==> src/assert_macros.svh <==
// ----------------------------------------------------------------------------
// Assertion macros
// Clocked concurrent checks, gated off during reset.
// ----------------------------------------------------------------------------
`ifndef ASSERT_MACROS_SVH
`define ASSERT_MACROS_SVH

// expression must hold at every clock edge
`define ASSERT_ALWAYS(label, expr, msg) \
  label: assert property (@(posedge clk) disable iff (!rst_n) (expr)) else $error(msg);

// post must hold in the cycle after pre
`define ASSERT_NEXT(label, pre, post, msg) \
  label: assert property (@(posedge clk) disable iff (!rst_n) (pre) |=> (post)) \
    else $error(msg);

`endif

==> src/scti_pkg.sv <==
// ----------------------------------------------------------------------------
// scti_pkg
// Shared types and constants of the timer / interrupt unit.
// ----------------------------------------------------------------------------
`default_nettype none

package scti_pkg;

  localparam int DATA_W   = 8;
  localparam int ADDR_W   = 4;
  localparam int CMD_W    = 2;
  localparam int PERIOD_W = 23;
  localparam int COUNT_W  = 24;
  localparam int NUM_TMR  = 3;
  localparam int NUM_FREQ = 4;

  localparam int SLOW_BASE_DIV_DEF = 114;
  localparam int FAST_BASE_DIV_DEF = 28;
  localparam int QUEUE_DEPTH_DEF   = 2;

  localparam logic [DATA_W-1:0] TICK_CYCLES_RST = 8'd114;
  localparam logic [DATA_W-1:0] IRQ_STATUS_RST  = 8'hFF;
  localparam logic [DATA_W-1:0] RDATA_IDLE      = 8'hFF;
  localparam logic [DATA_W-1:0] IRQEN_SET_MASK  = 8'hF7;
  localparam logic [PERIOD_W-1:0] PERIOD_MAX    = 23'h7FFFFF;

  // audio control bits
  localparam int AC_SLOW_BASE = 0;
  localparam int AC_JOIN34    = 3;
  localparam int AC_JOIN12    = 4;
  localparam int AC_FAST34    = 5;
  localparam int AC_FAST1     = 6;

  // commands
  localparam logic [CMD_W-1:0] CMD_READ  = 2'd0;
  localparam logic [CMD_W-1:0] CMD_WRITE = 2'd1;
  localparam logic [CMD_W-1:0] CMD_TICK  = 2'd2;

  // register addresses
  localparam logic [ADDR_W-1:0] ADDR_FREQ0  = 4'd0;
  localparam logic [ADDR_W-1:0] ADDR_FREQ1  = 4'd2;
  localparam logic [ADDR_W-1:0] ADDR_FREQ2  = 4'd4;
  localparam logic [ADDR_W-1:0] ADDR_FREQ3  = 4'd6;
  localparam logic [ADDR_W-1:0] ADDR_AUDCTL = 4'd8;
  localparam logic [ADDR_W-1:0] ADDR_START  = 4'd9;
  localparam logic [ADDR_W-1:0] ADDR_IRQ    = 4'd14;

  // decoded operations
  localparam int OP_W = 3;
  localparam logic [OP_W-1:0] OP_NONE    = 3'd0;
  localparam logic [OP_W-1:0] OP_RD_STAT = 3'd1;
  localparam logic [OP_W-1:0] OP_WR_FREQ = 3'd2;
  localparam logic [OP_W-1:0] OP_WR_ACTL = 3'd3;
  localparam logic [OP_W-1:0] OP_WR_STRT = 3'd4;
  localparam logic [OP_W-1:0] OP_WR_IRQE = 3'd5;
  localparam logic [OP_W-1:0] OP_TICK    = 3'd6;

  // frequency register indexes
  localparam logic [1:0] FREQ_IDX0 = 2'd0;
  localparam logic [1:0] FREQ_IDX1 = 2'd1;
  localparam logic [1:0] FREQ_IDX2 = 2'd2;
  localparam logic [1:0] FREQ_IDX3 = 2'd3;

  typedef struct packed {
    logic [OP_W-1:0]   code;
    logic [1:0]        fidx;
    logic [DATA_W-1:0] wdata;
  } op_t;

endpackage

`default_nettype wire

==> src/scti_front.sv <==
// ----------------------------------------------------------------------------
// scti_front
// Accepts input beats and decodes them into operations for the queue.
// ----------------------------------------------------------------------------
`default_nettype none

module scti_front (
  input  wire logic                          in_tvalid,
  output logic                               in_tready,
  input  wire logic [scti_pkg::CMD_W-1:0]    in_tuser,  // [1:0] cmd
  input  wire logic [15:0]                   in_tdata,  // [3:0] addr, [11:4] wdata
  input  wire logic                          q_full,
  output logic                               q_push,
  output scti_pkg::op_t                      q_op
);
  import scti_pkg::*;

  logic [ADDR_W-1:0] addr;
  logic [DATA_W-1:0] wdata;

  assign addr      = in_tdata[ADDR_W-1:0];
  assign wdata     = in_tdata[ADDR_W+DATA_W-1:ADDR_W];
  assign in_tready = !q_full;
  assign q_push    = in_tvalid && !q_full;

  always_comb begin
    q_op.code  = OP_NONE;
    q_op.fidx  = FREQ_IDX0;
    q_op.wdata = wdata;
    case (in_tuser)
      CMD_READ: begin
        if (addr == ADDR_IRQ) q_op.code = OP_RD_STAT;
      end
      CMD_WRITE: begin
        case (addr)
          ADDR_FREQ0: begin
            q_op.code = OP_WR_FREQ;
            q_op.fidx = FREQ_IDX0;
          end
          ADDR_FREQ1: begin
            q_op.code = OP_WR_FREQ;
            q_op.fidx = FREQ_IDX1;
          end
          ADDR_FREQ2: begin
            q_op.code = OP_WR_FREQ;
            q_op.fidx = FREQ_IDX2;
          end
          ADDR_FREQ3: begin
            q_op.code = OP_WR_FREQ;
            q_op.fidx = FREQ_IDX3;
          end
          ADDR_AUDCTL: q_op.code = OP_WR_ACTL;
          ADDR_START:  q_op.code = OP_WR_STRT;
          ADDR_IRQ:    q_op.code = OP_WR_IRQE;
          default:     q_op.code = OP_NONE;
        endcase
      end
      CMD_TICK: q_op.code = OP_TICK;
      default:  q_op.code = OP_NONE;
    endcase
  end

endmodule

`default_nettype wire

==> src/scti_queue.sv <==
// ----------------------------------------------------------------------------
// scti_queue
// Small operation FIFO between the decoder and the execution stage.
// ----------------------------------------------------------------------------
`default_nettype none

module scti_queue #(
  parameter int DEPTH = scti_pkg::QUEUE_DEPTH_DEF,
  parameter int CNT_W = $clog2(DEPTH + 1)
) (
  input  wire logic          clk,
  input  wire logic          rst_n,
  input  wire logic          push,
  input  scti_pkg::op_t      push_op,
  output logic               full,
  input  wire logic          pop,
  output scti_pkg::op_t      pop_op,
  output logic               empty,
  output logic [CNT_W-1:0]   count
);
  import scti_pkg::*;

  localparam int PTR_W = (DEPTH > 1) ? $clog2(DEPTH) : 1;
  localparam logic [PTR_W-1:0] PTR_LAST = PTR_W'(DEPTH - 1);

  op_t              mem_r [DEPTH];
  logic [PTR_W-1:0] wr_ptr_r, wr_ptr_nxt;
  logic [PTR_W-1:0] rd_ptr_r, rd_ptr_nxt;
  logic [CNT_W-1:0] count_r, count_nxt;

  assign full   = (count_r == CNT_W'(DEPTH));
  assign empty  = (count_r == '0);
  assign count  = count_r;
  assign pop_op = mem_r[rd_ptr_r];

  always_comb begin
    wr_ptr_nxt = wr_ptr_r;
    rd_ptr_nxt = rd_ptr_r;
    count_nxt  = count_r;
    if (push) wr_ptr_nxt = (wr_ptr_r == PTR_LAST) ? '0 : wr_ptr_r + 1'b1;
    if (pop)  rd_ptr_nxt = (rd_ptr_r == PTR_LAST) ? '0 : rd_ptr_r + 1'b1;
    if (push && !pop)      count_nxt = count_r + 1'b1;
    else if (pop && !push) count_nxt = count_r - 1'b1;
  end

  always_ff @(posedge clk) begin
    if (!rst_n) begin
      wr_ptr_r <= '0;
      rd_ptr_r <= '0;
      count_r  <= '0;
    end else begin
      wr_ptr_r <= wr_ptr_nxt;
      rd_ptr_r <= rd_ptr_nxt;
      count_r  <= count_nxt;
    end
  end

  always_ff @(posedge clk) begin
    if (push) mem_r[wr_ptr_r] <= push_op;
  end

endmodule

`default_nettype wire

==> src/scti_back.sv <==
// ----------------------------------------------------------------------------
// scti_back
// Executes one operation per cycle unless out_tready stalls: register writes,
// period recompute, timer ticks and status update; holds the result register.
// ----------------------------------------------------------------------------
`default_nettype none

module scti_back #(
  parameter int SLOW_BASE_DIVISOR = scti_pkg::SLOW_BASE_DIV_DEF,
  parameter int FAST_BASE_DIVISOR = scti_pkg::FAST_BASE_DIV_DEF
) (
  input  wire logic                         clk,
  input  wire logic                         rst_n,
  input  wire logic                         cfg_wr_en,
  input  wire logic [scti_pkg::DATA_W-1:0]  cfg_wr_data,
  input  wire logic                         q_empty,
  input  scti_pkg::op_t                     q_op,
  output logic                              q_pop,
  output logic                              out_tvalid,
  input  wire logic                         out_tready,
  output logic [15:0]                       out_tdata   // [7:0] rdata, [8] irq
);
  import scti_pkg::*;

  localparam logic [DATA_W-1:0] SLOW_BASE = DATA_W'(SLOW_BASE_DIVISOR);
  localparam logic [DATA_W-1:0] FAST_BASE = DATA_W'(FAST_BASE_DIVISOR);
  localparam logic signed [COUNT_W:0] COUNT_MIN = -(COUNT_W+1)'(24'h800000);

  function automatic logic [PERIOD_W-1:0] calc_period(
    input logic [DATA_W-1:0] hi,
    input logic [DATA_W-1:0] lo,
    input logic              joined,
    input logic              fast,
    input logic [DATA_W-1:0] base,
    input logic [DATA_W-1:0] tmin
  );
    logic [24:0]         v;
    logic [24:0]         p;
    logic [PERIOD_W-1:0] q;
    v = joined ? {9'd0, hi, lo} : {17'd0, lo};
    if (fast) p = v + (joined ? 25'd7 : 25'd4);
    else      p = (v + 25'd1) * {17'd0, base};
    q = (p > {2'b0, PERIOD_MAX}) ? PERIOD_MAX : p[PERIOD_W-1:0];
    if (q < {15'd0, tmin}) q = {15'd0, tmin};
    return q;
  endfunction

  logic [DATA_W-1:0]   tick_r;
  logic [DATA_W-1:0]   freq_r [NUM_FREQ];
  logic [DATA_W-1:0]   freq_nxt [NUM_FREQ];
  logic [DATA_W-1:0]   actl_r, actl_nxt;
  logic [DATA_W-1:0]   irqen_r, irqen_nxt;
  logic [DATA_W-1:0]   stat_r, stat_nxt;
  logic [PERIOD_W-1:0] period_r [NUM_TMR];
  logic [PERIOD_W-1:0] period_nxt [NUM_TMR];
  logic [COUNT_W-1:0]  count_r [NUM_TMR];
  logic [COUNT_W-1:0]  count_nxt [NUM_TMR];
  logic [NUM_TMR-1:0]  sel;
  logic [DATA_W-1:0]   base;
  logic [PERIOD_W-1:0] calc [NUM_TMR];
  logic signed [COUNT_W:0] cnt [NUM_TMR];
  logic [DATA_W-1:0]   rdata;
  logic                irq_nxt;
  logic                out_valid_r;
  logic [15:0]         out_data_r;

  assign q_pop      = !q_empty && (!out_valid_r || out_tready);
  assign out_tvalid = out_valid_r;
  assign out_tdata  = out_data_r;

  always_comb begin
    for (int i = 0; i < NUM_FREQ; i++) freq_nxt[i] = freq_r[i];
    actl_nxt  = actl_r;
    irqen_nxt = irqen_r;
    stat_nxt  = stat_r;
    sel       = '0;
    for (int i = 0; i < NUM_TMR; i++) begin
      count_nxt[i] = count_r[i];
      cnt[i]       = '0;
    end

    case (q_op.code)
      OP_WR_FREQ: begin
        freq_nxt[q_op.fidx] = q_op.wdata;
        case (q_op.fidx)
          FREQ_IDX0: sel = actl_r[AC_JOIN12] ? 3'b011 : 3'b001;
          FREQ_IDX1: sel = 3'b010;
          FREQ_IDX2: sel = actl_r[AC_JOIN34] ? 3'b100 : 3'b000;
          FREQ_IDX3: sel = 3'b100;
          default:   sel = 3'b000;
        endcase
      end
      OP_WR_ACTL: begin
        actl_nxt = q_op.wdata;
        sel      = 3'b111;
      end
      OP_WR_STRT: begin
        for (int i = 0; i < NUM_TMR; i++) count_nxt[i] = {1'b0, period_r[i]};
      end
      OP_WR_IRQE: begin
        irqen_nxt = q_op.wdata;
        stat_nxt  = stat_r | (~q_op.wdata & IRQEN_SET_MASK);
      end
      OP_TICK: begin
        for (int i = 0; i < NUM_TMR; i++) begin
          cnt[i] = $signed({count_r[i][COUNT_W-1], count_r[i]})
                 - $signed({17'd0, tick_r});
          if (cnt[i] < COUNT_MIN) cnt[i] = COUNT_MIN;
          if (cnt[i][COUNT_W]) begin
            cnt[i] = cnt[i] + $signed({2'b0, period_r[i]});
            if (irqen_r[i]) stat_nxt[i] = 1'b0;
          end
          count_nxt[i] = cnt[i][COUNT_W-1:0];
        end
      end
      default: ;
    endcase

    base    = actl_nxt[AC_SLOW_BASE] ? SLOW_BASE : FAST_BASE;
    calc[0] = calc_period(freq_nxt[0], freq_nxt[0], 1'b0, actl_nxt[AC_FAST1],
                          base, tick_r);
    calc[1] = calc_period(freq_nxt[1], actl_nxt[AC_JOIN12] ? freq_nxt[0] : freq_nxt[1],
                          actl_nxt[AC_JOIN12],
                          actl_nxt[AC_JOIN12] && actl_nxt[AC_FAST1], base, tick_r);
    calc[2] = calc_period(freq_nxt[3], actl_nxt[AC_JOIN34] ? freq_nxt[2] : freq_nxt[3],
                          actl_nxt[AC_JOIN34],
                          actl_nxt[AC_JOIN34] && actl_nxt[AC_FAST34], base, tick_r);
    for (int i = 0; i < NUM_TMR; i++) period_nxt[i] = sel[i] ? calc[i] : period_r[i];

    rdata   = (q_op.code == OP_RD_STAT) ? stat_r : RDATA_IDLE;
    irq_nxt = |(~stat_nxt & irqen_nxt);
  end

  always_ff @(posedge clk) begin
    if (!rst_n) begin
      tick_r      <= TICK_CYCLES_RST;
      actl_r      <= '0;
      irqen_r     <= '0;
      stat_r      <= IRQ_STATUS_RST;
      out_valid_r <= 1'b0;
      for (int i = 0; i < NUM_FREQ; i++) freq_r[i] <= '0;
      for (int i = 0; i < NUM_TMR; i++) begin
        period_r[i] <= '0;
        count_r[i]  <= '0;
      end
    end else begin
      if (cfg_wr_en) tick_r <= cfg_wr_data;
      if (q_pop) begin
        actl_r  <= actl_nxt;
        irqen_r <= irqen_nxt;
        stat_r  <= stat_nxt;
        for (int i = 0; i < NUM_FREQ; i++) freq_r[i] <= freq_nxt[i];
        for (int i = 0; i < NUM_TMR; i++) begin
          period_r[i] <= period_nxt[i];
          count_r[i]  <= count_nxt[i];
        end
        out_valid_r <= 1'b1;
      end else if (out_tready) begin
        out_valid_r <= 1'b0;
      end
    end
  end

  always_ff @(posedge clk) begin
    if (q_pop) out_data_r <= {7'd0, irq_nxt, rdata};
  end

endmodule

`default_nettype wire

==> src/sound_chip_timer_irq_unit_top.sv <==
// ----------------------------------------------------------------------------
// sound_chip_timer_irq_unit_top
// Timer and interrupt section of a four-channel sound chip.
// ----------------------------------------------------------------------------
// One beat in gives one beat out (read data and irq level after the command).
// While out_tready is high a new beat is taken every cycle; a beat is decoded
// into the queue when it is taken and is then executed from the queue into
// the result register. With out_tready low the queue holds QUEUE_DEPTH beats
// before in_tready drops. The execute stage, with its period multiplier and
// counter update, sets the rate of one beat per cycle while out_tready is
// high. The user must see that tick_cycles is written through cfg_wr_en /
// cfg_wr_data only while no beat is in flight; the block does not enforce it.
`default_nettype none

module sound_chip_timer_irq_unit_top #(
  parameter int SLOW_BASE_DIVISOR = scti_pkg::SLOW_BASE_DIV_DEF,
  parameter int FAST_BASE_DIVISOR = scti_pkg::FAST_BASE_DIV_DEF,
  parameter int QUEUE_DEPTH       = scti_pkg::QUEUE_DEPTH_DEF
) (
  input  wire logic         clk,
  input  wire logic         rst_n,
  input  wire logic         cfg_wr_en,
  input  wire logic [7:0]   cfg_wr_data,  // tick_cycles
  input  wire logic         in_tvalid,
  output logic              in_tready,
  input  wire logic [1:0]   in_tuser,     // [1:0] cmd
  input  wire logic [15:0]  in_tdata,     // [3:0] addr, [11:4] wdata
  output logic              out_tvalid,
  input  wire logic         out_tready,
  output logic [15:0]       out_tdata     // [7:0] rdata, [8] irq
);
  import scti_pkg::*;

  localparam int CNT_W = $clog2(QUEUE_DEPTH + 1);

  op_t              push_op;
  op_t              pop_op;
  logic             q_push;
  logic             q_pop;
  logic             q_full;
  logic             q_empty;
  logic [CNT_W-1:0] q_count;

  scti_front u_front (
    .in_tvalid (in_tvalid),
    .in_tready (in_tready),
    .in_tuser  (in_tuser),
    .in_tdata  (in_tdata),
    .q_full    (q_full),
    .q_push    (q_push),
    .q_op      (push_op)
  );

  scti_queue #(
    .DEPTH (QUEUE_DEPTH),
    .CNT_W (CNT_W)
  ) u_queue (
    .clk     (clk),
    .rst_n   (rst_n),
    .push    (q_push),
    .push_op (push_op),
    .full    (q_full),
    .pop     (q_pop),
    .pop_op  (pop_op),
    .empty   (q_empty),
    .count   (q_count)
  );

  scti_back #(
    .SLOW_BASE_DIVISOR (SLOW_BASE_DIVISOR),
    .FAST_BASE_DIVISOR (FAST_BASE_DIVISOR)
  ) u_back (
    .clk         (clk),
    .rst_n       (rst_n),
    .cfg_wr_en   (cfg_wr_en),
    .cfg_wr_data (cfg_wr_data),
    .q_empty     (q_empty),
    .q_op        (pop_op),
    .q_pop       (q_pop),
    .out_tvalid  (out_tvalid),
    .out_tready  (out_tready),
    .out_tdata   (out_tdata)
  );

`include "assert_macros.svh"

  `ASSERT_ALWAYS(a_q_bound, q_count <= CNT_W'(QUEUE_DEPTH), "queue over depth")
  `ASSERT_ALWAYS(a_rdy_full, in_tready || (q_count == CNT_W'(QUEUE_DEPTH)), "early stall")
  `ASSERT_NEXT(a_drain, !q_empty && (!out_tvalid || out_tready), out_tvalid, "op not run")

endmodule

`default_nettype wire

==> config.mk <==
export PLATFORM = sky130hd
export DESIGN_NAME = sound_chip_timer_irq_unit_top
export DESIGN_NICKNAME = d
export VERILOG_FILES = /design/src/scti_pkg.sv /design/src/scti_front.sv /design/src/scti_queue.sv /design/src/scti_back.sv /design/src/sound_chip_timer_irq_unit_top.sv
export VERILOG_INCLUDE_DIRS = /design/src /design/src/src
export SDC_FILE = /design/constraint.sdc
export NUM_CORES = 1
export LEC_CHECK = 0
export BUFFER_PORTS_ARGS = -buffer_cell sky130_fd_sc_hd__buf_2
export CAP_MARGIN = 20
export CELL_PAD_IN_SITES_DETAIL_PLACEMENT = 0
export CELL_PAD_IN_SITES_GLOBAL_PLACEMENT = 2
export CORE_UTILIZATION = 44
export DETAILED_ROUTE_END_ITERATION = 8
export PLACE_DENSITY = 0.86
export SYNTH_ARGS = -nofsm -noshare
export SYNTH_HDL_FRONTEND = slang
export SYNTH_SLANG_ARGS = --single-unit
==> constraint.sdc <==
create_clock -name clk -period 22.3 [get_ports clk]
set_input_delay 3.345 -clock clk [delete_from_list [all_inputs] [get_ports clk]]
set_output_delay 3.345 -clock clk [all_outputs]
set_load 0.01 [all_outputs]
[Word-level counts from Yosys, hierarchy flattened]
Memory sizes are Yosys's and may differ from the RTL's. A register that Yosys moved wholly into a read port is not among the register bits.
Index checks and enable logic that the tools add are counted.
Widths: inputs -> output; s select.
Storage, ports and cells
  memories: 4
  logic and storage cells: 176
  register bits: 45
  output and inout port bits: 18
  input port bits: 31
  RAM bits: 199
Memories
  u_back.count_r: words 3, bits a word 24, read ports 3, clocked after Yosys merged registers in 0, write ports 3, RTL line scti_back.sv:56  | logic [COUNT_W-1:0] count_r [NUM_TMR];
  u_back.period_r: words 3, bits a word 23, read ports 3, clocked after Yosys merged registers in 0, write ports 3, RTL line scti_back.sv:54  | logic [PERIOD_W-1:0] period_r [NUM_TMR];
  u_back.freq_r: words 4, bits a word 8, read ports 4, clocked after Yosys merged registers in 0, write ports 4, RTL line scti_back.sv:49  | logic [DATA_W-1:0] freq_r [NUM_FREQ];
  u_queue.mem_r: words 2, bits a word 13, read ports 1, clocked after Yosys merged registers in 1, write ports 1, RTL line scti_queue.sv:26  | op_t mem_r [DEPTH];
Cells by class
  muxes and demuxes: 76
  equal/unequal tests: 18
  bitwise gates (word level): 15
  reductions and logical operators: 22
  magnitude comparators: 11
  $add $sub $neg: 16
  multiply operators: 3
Operators by type and width (count)
  $mux 23: 12
  $mux 25: 9
  $mux 24: 6
  $pmux 72 s2: 1
  $gt 25x23->1 const B: 3
  $lt 25x24->1 const B: 3
  $mul 25x8->25: 3
  $sub 24x9->25: 3
  $add 24x24->24: 3
  $lt 23x8->1: 3
  $mux 8: 8
  $add 25x1->25 const B: 2
  $add 25x25->25: 2
  $bwmux 32: 1
  $mux 16: 2
  $mux 32: 1
  $pmux 3 s4: 2
  $mux 1: 19
  $demux 8 s2: 1
  $not 8->8: 2
  $mux 7: 2
  $eq 4x4->1 const B: 3
  $mux 2: 6
  $pmux 3 s2: 2
  31 further kinds: 62

[Logic depth before layout (Yosys ltp)]
Gate-level depths: netlist of run 1.
  depth after elaboration: 18
  gate-level depth with buffers: 45
  mapped depth without buffers: 40

[Modules after synthesis]
A second synthesis of run 1 with hierarchy kept.
Unflattened totals
  cells, all modules: 3143
  area total of the unflattened synthesis: 27286.2 µm²
By module, submodules not included
  scti_back: times used 1, seq. area each 5785.5 µm², cells each 3058, area an instance 25968.7 µm²
  scti_queue: times used 1, seq. area each 880.8 µm², cells each 62, area an instance 1151.1 µm²
  scti_front: times used 1, seq. area each 0.0 µm², cells each 23, area an instance 166.4 µm²

[Least setup slack after synthesis of run 1]
No wires, ideal clock.
  path type: input to register
  start point: input out_tready
  end point: memory u_back.count_r[0][0], enable pin
  library setup time: 0.608 ns
  path buffers: 2
  path slack: 12.326 ns
  arrival: 9.366 ns
  stages: 5
  required time: 21.692 ns
  cell sequence: nor2b_1 -> or2_2 -> clkbuf_1 -> clkbuf_1 -> o31ai_1
RTL lines
  start, declared: RTL line sound_chip_timer_irq_unit_top.sv:29  | input wire logic out_tready,
  end, declared: RTL line scti_back.sv:56

==> reports/qor.csv, run 1 <==
stage;metric;value;unit
cts;cts_tree;done;
layout;drive_gt1_frac;0.06862;
critical_path;end_kind;flip-flop;
critical_path;crit_slowest_cell;nor4_4;
cts;htree_levels;1;
critical_path;crit_family;compound AO/OA/AOI/OAI gates;
floorplanning;dieArea;0.06222;mm²
critical_path;crit_cells;40;
synthesis;synthCells;3119;
synthesis;synth_cell_types;90;
critical_path;crit_fanout;40;
flow_run;max_cap_violations;0;
synthesis;ys.flop_type;edfxtp_1;
synthesis;ys_seq_elements;235;
timing;tightest_slew;1.037;ns
critical_path;worst-path-buf-inv;6;
detailed_routing;detailedRoute.firstPassIterationCount;5;
run_status;run_status;complete, no violations;
floorplanning;ioPinCount;49;
critical_path;reg2reg_depth;40;
critical_path;reg2reg_to;u_back.period_r[0][26];
detailed_routing;route.detailed.drc;0;
hold_path;hold_path.class;reg2reg;
placed_design;place_ws;9.778;ns
timing;rsz0062_at_grt;false;
timing;period_share;0.5670;
critical_path;r2r_setup_slack;9.66;ns
global_routing;grt_use_total;0.2433;
timing;slew_viol_final;0;
placed_design;place_congestion;0.8768;
layout;final_cell_area;0.02901;mm²
timing;setup-tns-final;0;ns
hold_path;hp-start;u_back.stat_r[4];
floorplanning;dieHeight;249.4;µm
synthesis;synth-edff-count;202;
synthesis;seq_area_frac_synth;0.2497;
cts;clkTransAtPathRegs;0.06;ns
floorplanning;die_w;249.4;µm
timing;post-route-min-period;12.64;ns
layout;nets;3553;
synthesis;ys_async_sr_fraction;0;
layout;final_common_cell;nor2_1;
detailed_routing;vias;22410;
timing;slew_headroom;0.2990;
synthesis;yosysWarnings;0;
floorplanning;core_area;0.06047;mm²
hold_path;hold_end;u_back.stat_r[4];
timing;max_freq;79.09;MHz
hold_path;min_path_cells;1;
critical_path;start_kind;flip-flop;
detailed_routing;drtAntennaViolNets;0;
cts;cts_buffers;29;
cts;cts_max_path_buffers;3;
global_routing;grt_max_degree;84;
floorplanning;rows;90;
timing;setup_viol;0;
critical_path;path_class;reg2reg;
placed_design;portBuffers;36;
global_routing;grt_overflow;0;
synthesis;synth_area_leaders;edfxtp_1, ha_1, fa_1;
synthesis;synth.avg_cell_area;8.637;µm²
synthesis;synth_area_leader_cell;edfxtp_1;
global_routing;antenna_found_initial;0;
global_routing;grt_pass1_wl;120.9;mm
layout;final_cell_mix;nor2_1, ha_1, nand2_1, inv_1, edfxtp_1;
timing;setup_ws;9.657;ns
layout;diodes;0;
floorplanning;start_util;0.4455;
cts;cts_hold_buffers;0;
timing;fin_skew;0.02432;ns
cts;postCtsResizedCells;0;
placed_design;post-dp-hpwl;58.64;mm
layout;fin_util;0.4797;
placed_design;placed_cell_area;0.02795;mm²
detailed_routing;post_drt_wl_per_cell;19.52;µm
timing;hold_violations;0;
layout;area_growth;7.692;%
critical_path;crit_arrival;12.92;ns
detailed_routing;vias_per_cell;5.724;
synthesis;synth_area;0.02694;mm²
detailed_routing;routed_wl;76.40;mm
synthesis;synth_top_area_frac;0.2252;
cts;cts.sinks;235;
critical_path;cp.required;22.58;ns
detailed_routing;drt_iter0_drc;1490;
cts;clk_latency;0.60;ns
cts;clk_root_buffer_cell;clkbuf_16;
global_routing;grt_pass1_vias;21769;
cts;cts_setup_buffers;0;
critical_path;critPathMaxStageDelay;0.90;ns
[per-layer routing]
metal / track usage / routed length, µm / up-vias / share of wire
li1: - / - / 11046 / -
met1: 0.3549 / 36770 / 10748 / 0.48
met2: 0.3901 / 34160 / 535 / 0.45
met3: 0.02128 / 4062 / 81 / 0.053
met4: 0.05309 / 1408 / 0 / 0.018
met5: 0 / 0 / - / 0
[cell usage after synthesis (8+ instances only)]
master / number
a21o_1: 65
a31o_2: 9
edfxtp_1: 202
a211oi_1: 33
and2_1: 46
o21a_1: 36
o21bai_1: 12
nand2_1: 270
buf_1: 12
a21boi_0: 16
clkbuf_1: 89
mux2_2: 30
nor3b_1: 10
or2_2: 29
a21oi_1: 186
nor4_1: 18
nor2b_1: 35
o211a_1: 8
o21ai_0: 172
nand3_1: 63
fa_1: 125
buf_2: 9
nand2b_1: 35
o221ai_1: 8
ha_1: 287
nor2_1: 370
o211ai_1: 27
dfxtp_1: 33
inv_1: 242
o2111ai_1: 13
xor2_1: 92
a2111oi_0: 12
buf_4: 9
a31oi_1: 21
mux2i_1: 69
xnor2_1: 135
nor3_1: 91
nand4_1: 20
and3_1: 14
or4_1: 9
or3_1: 24
[worst register-to-register path, delay by kind of cell, from the launching register on]
family	cells	cell delay, ns
fa+ha+maj	7	2.78
buf+inv	6	1.11
compound gates	13	3.69
flops	1	0.31
simple gates	11	3.58
mux	3	0.87
[sequential cells by signal, summed over array words and instances (netlist names), named ones only]
name               count
u_back.out_tdata       8
u_queue.rd_ptr_r       1
u_queue.wr_ptr_r       1
u_queue.count          2
u_back.count_r        72
u_back.period_r       64
u_back.actl_r          5
u_back.stat_r          7
u_back.freq_r         32
u_back.irqen_r         7
u_queue.mem_r         26
u_back.out_tvalid      1
u_back.tick_r          8
[layout make-up]
cell class / count / area [µm²]
Tap cell: 782 / 978.4
Clock buffer: 31 / 733.2
Clock inverter: 23 / 310.3
Multi-Input combinational cell: 2526 / 18870
Timing Repair Buffer: 74 / 476.7
Sequential cell: 235 / 6726
Fill cell: 5789 / 31460
Inverter: 244 / 915.9
[cell families (layout without fill, tap and decap cells)]
logic type | Yosys count | count (layout) | synth area share
adder cells (fa/ha/maj) | 412 | 412 | 0.2262
multiplexers | 102 | 102 | 0.04036
flip-flops | 235 | 235 | 0.2497
AO/OA/AOI/OAI | 704 | 704 | 0.1684
AND/OR/NAND/NOR | 1071 | 1071 | 0.1878
XOR/XNOR | 227 | 227 | 0.07380
buffers and inverters | 366 | 372 | 0.05351
other | 2 | 10 | 0.0002788
[worst max path at each step]
stage                     slack [ns]                      to        from
after floorplan                12.33    u_back.count_r[0][0]  out_tready
after global placement          9.89  u_back.period_r[0][26]   flip-flop
after detailed placement        9.78  u_back.period_r[0][26]   flip-flop
after CTS                       9.70  u_back.period_r[0][26]   flip-flop
after global routing            8.71  u_back.period_r[0][42]   flip-flop
final                           9.66  u_back.period_r[0][26]   flip-flop
[stage by stage]
stage               std cells  hold slack [ns]
floorplan                3127           0.4341
global placement         3859           0.4493
detailed placement       3860           0.4626
CTS                      3914           0.4776
global route             3915           0.5010
finish                   3915           0.4788
Power of run 1 is left out: the tool's default activity adds up to more than one toggle a clock period on the data nets, which glitch-free logic cannot reach.
==> inputs of run 2 (changes only) <==
--- a/config.mk
+++ b/config.mk
@@ -10,9 +10,9 @@
 export CAP_MARGIN = 20
 export CELL_PAD_IN_SITES_DETAIL_PLACEMENT = 0
 export CELL_PAD_IN_SITES_GLOBAL_PLACEMENT = 2
-export CORE_UTILIZATION = 44
+export CORE_UTILIZATION = 41
 export DETAILED_ROUTE_END_ITERATION = 8
-export PLACE_DENSITY = 0.86
+export PLACE_DENSITY = 0.81
 export SYNTH_ARGS = -nofsm -noshare
 export SYNTH_HDL_FRONTEND = slang
 export SYNTH_SLANG_ARGS = --single-unit
==> constraint.sdc (replaced) <==
create_clock -name clk -period 12.1 [get_ports clk]
set_input_delay 1.815 -clock clk [delete_from_list [all_inputs] [get_ports clk]]
set_output_delay 1.815 -clock clk [all_outputs]
set_load 0.01 [all_outputs]
==> run 2 against run 1 <==
  * Clock skew increased by 0.0051 ns
  * Register-to-register slack got worse by 8.8 ns
  * Non-clock buffer count is 16 higher
  * Die area up 7.3%
  * Global-route usage down 0.68 points
  * Cell area increased by 0.15%
  * Largest cell class unchanged
==> reports/qor.csv, run 2 (synthesis results as in run 1) <==
stage;metric;value;unit;change
critical_path;worst-path-buf-inv;7;;+1
detailed_routing;detailedRoute.firstPassIterationCount;5;;unchanged
critical_path;path_class;reg2reg;;
floorplanning;die_w;258.3;µm;+3.6%
detailed_routing;vias;22499;;+0.40%
critical_path;crit_arrival;11.48;ns;-1.44 ns
flow_run;max_cap_violations;0;;unchanged
timing;max_freq;89.23;MHz;+13%
layout;area_growth;7.850;%;
hold_path;min_path_cells;2;;+1
floorplanning;dieHeight;258.3;µm;+3.6%
cts;cts_hold_buffers;0;;unchanged
cts;postCtsResizedCells;0;;unchanged
layout;largest_reg_flops;72;;unchanged
timing;setup_ws;0.8925;ns;-8.764 ns
placed_design;portBuffers;36;;unchanged
floorplanning;ioPinCount;49;;unchanged
hold_path;hp-start;u_back.irqen_r[7];;
placed_design;post-dp-hpwl;61.08;mm;+4.2%
global_routing;grt_use_total;0.2364;;-0.006826
timing;period_share;0.9262;;+0.3593
hold_path;hold_end;u_back.irqen_r[7];;
layout;diodes;0;;unchanged
cts;cts_setup_buffers;0;;unchanged
floorplanning;core_area;0.06470;mm²;+7.0%
critical_path;start_kind;flip-flop;;
layout;final_common_cell;nor2_1;;
critical_path;reg2reg_to;u_back.period_r[0][42];;
detailed_routing;route.detailed.drc;0;;unchanged
timing;tightest_slew;1.023;ns;-0.01477 ns
layout;final_cell_mix;nor2_1, ha_1, nand2_1, inv_1, edfxtp_1;;
detailed_routing;post_drt_wl_per_cell;19.91;µm;+2.0%
global_routing;grt_pass1_wl;125.0;mm;+3.4%
placed_design;place_congestion;0.8963;;+2.2%
timing;slew_headroom;0.3183;;+0.01927
layout;nets;3566;;+0.37%
layout;multi_input_area;0.01888;mm²;about the same
cts;cts_max_path_buffers;3;;unchanged
run_status;run_status;complete, no violations;;
layout;final_cell_area;0.02905;mm²;+0.15%
critical_path;cp.required;12.37;ns;-10.21 ns
cts;cts_buffers;26;;-10%
detailed_routing;drt_iter0_drc;1800;;+21%
layout;drive_gt1_frac;0.07286;;+0.004236
cts;clk_root_buffer_cell;clkbuf_16;;
critical_path;r2r-start;u_queue.mem_r[1][12];;
layout;top_regs;u_back.count_r x72, u_back.period_r x64, u_back.freq_r x32;;
timing;setup_viol;0;;unchanged
timing;rsz0062_at_grt;false;;
placed_design;placed_cell_area;0.02816;mm²;+0.74%
timing;slew_viol_final;0;;unchanged
detailed_routing;drtAntennaViolNets;0;;unchanged
critical_path;end_kind;flip-flop;;
global_routing;antenna_found_initial;0;;unchanged
global_routing;grt_max_degree;70;;-17%
floorplanning;start_util;0.4164;;-0.02910
critical_path;critPathMaxStageDelay;0.60;ns;-0.30 ns
detailed_routing;routed_wl;79.62;mm;+4.2%
critical_path;reg2reg_depth;41;;+2.5%
global_routing;grt_overflow;0;;unchanged
cts;htree_levels;1;;unchanged
critical_path;r2r_setup_slack;0.89;ns;-8.76 ns
critical_path;crit_start;u_queue.mem_r[1][12];;
placed_design;place_ws;0.8802;ns;-8.898 ns
cts;clk_latency;0.58;ns;-0.02 ns
timing;hold_violations;0;;unchanged
timing;fin_skew;0.02944;ns;+0.005119 ns
cts;clkTransAtPathRegs;0.06;ns;about the same
layout;regArea;0.006726;mm²;unchanged
critical_path;crit_slowest_cell;or4b_1;;
floorplanning;rows;93;;+3.3%
layout;fillers;6407;;+11%
layout;regMostFlops;u_back.count_r;;
global_routing;grt_pass1_vias;21811;;+0.19%
timing;setup-tns-final;0;ns;unchanged
critical_path;crit_fanout;17;;-57%
cts;cts.sinks;235;;unchanged
floorplanning;dieArea;0.06673;mm²;+7.3%
hold_path;hold_path.class;reg2reg;;
cts;cts_tree;done;;
timing;post-route-min-period;11.21;ns;-1.436 ns
detailed_routing;vias_per_cell;5.628;;-1.7%
critical_path;crit_family;compound AO/OA/AOI/OAI gates;;
run 2: layer usage:
layer	wire, µm	GRT usage
met5	0	0
met2	35700	0.3831
met1	39320	0.3469
met3	3200	0.01496
met4	1393	0.04668
run 2: how the worst max path moves through the flow:
stage	endpoint	slack [ns]	cells past startpoint
2_1_floorplan	u_back.period_r[0][24]	2.25	41
3_3_place_gp	u_back.period_r[0][40]	1.10	41
3_5_place_dp	u_back.period_r[0][42]	0.88	39
4_1_cts	u_back.period_r[0][42]	0.83	41
5_1_grt	u_back.period_r[0][42]	0.11	41
6_report	u_back.period_r[0][42]	0.89	41
run 2: tightest hold or removal path: stages, from the launching register on:
cell	delay [ns]
dfxtp_1	0.33
nor2_1	0.05
nor2_1	0.07
run 2: final cells by class:
class,instances,area share
timing repair buffer,90,0.02041
tap,855,0.03682
clock inverter,17,0.006934
clock buffer,31,0.02304
inverter,244,0.03152
multi-input combinational,2526,0.6497
sequential,235,0.2315
run 2: stage by stage:
step | cells | util | hold slack, ns
after floorplan | 3127 | - | 0.4341
after global placement | 3949 | 0.4353 | 0.4492
after detailed placement | 3949 | 0.4353 | 0.4592
after CTS | 3997 | 0.4487 | 0.4753
after global routing | 3998 | 0.4491 | 0.5023
final | 3998 | 0.4491 | 0.4743
Power of run 2 is left out for the same reason.
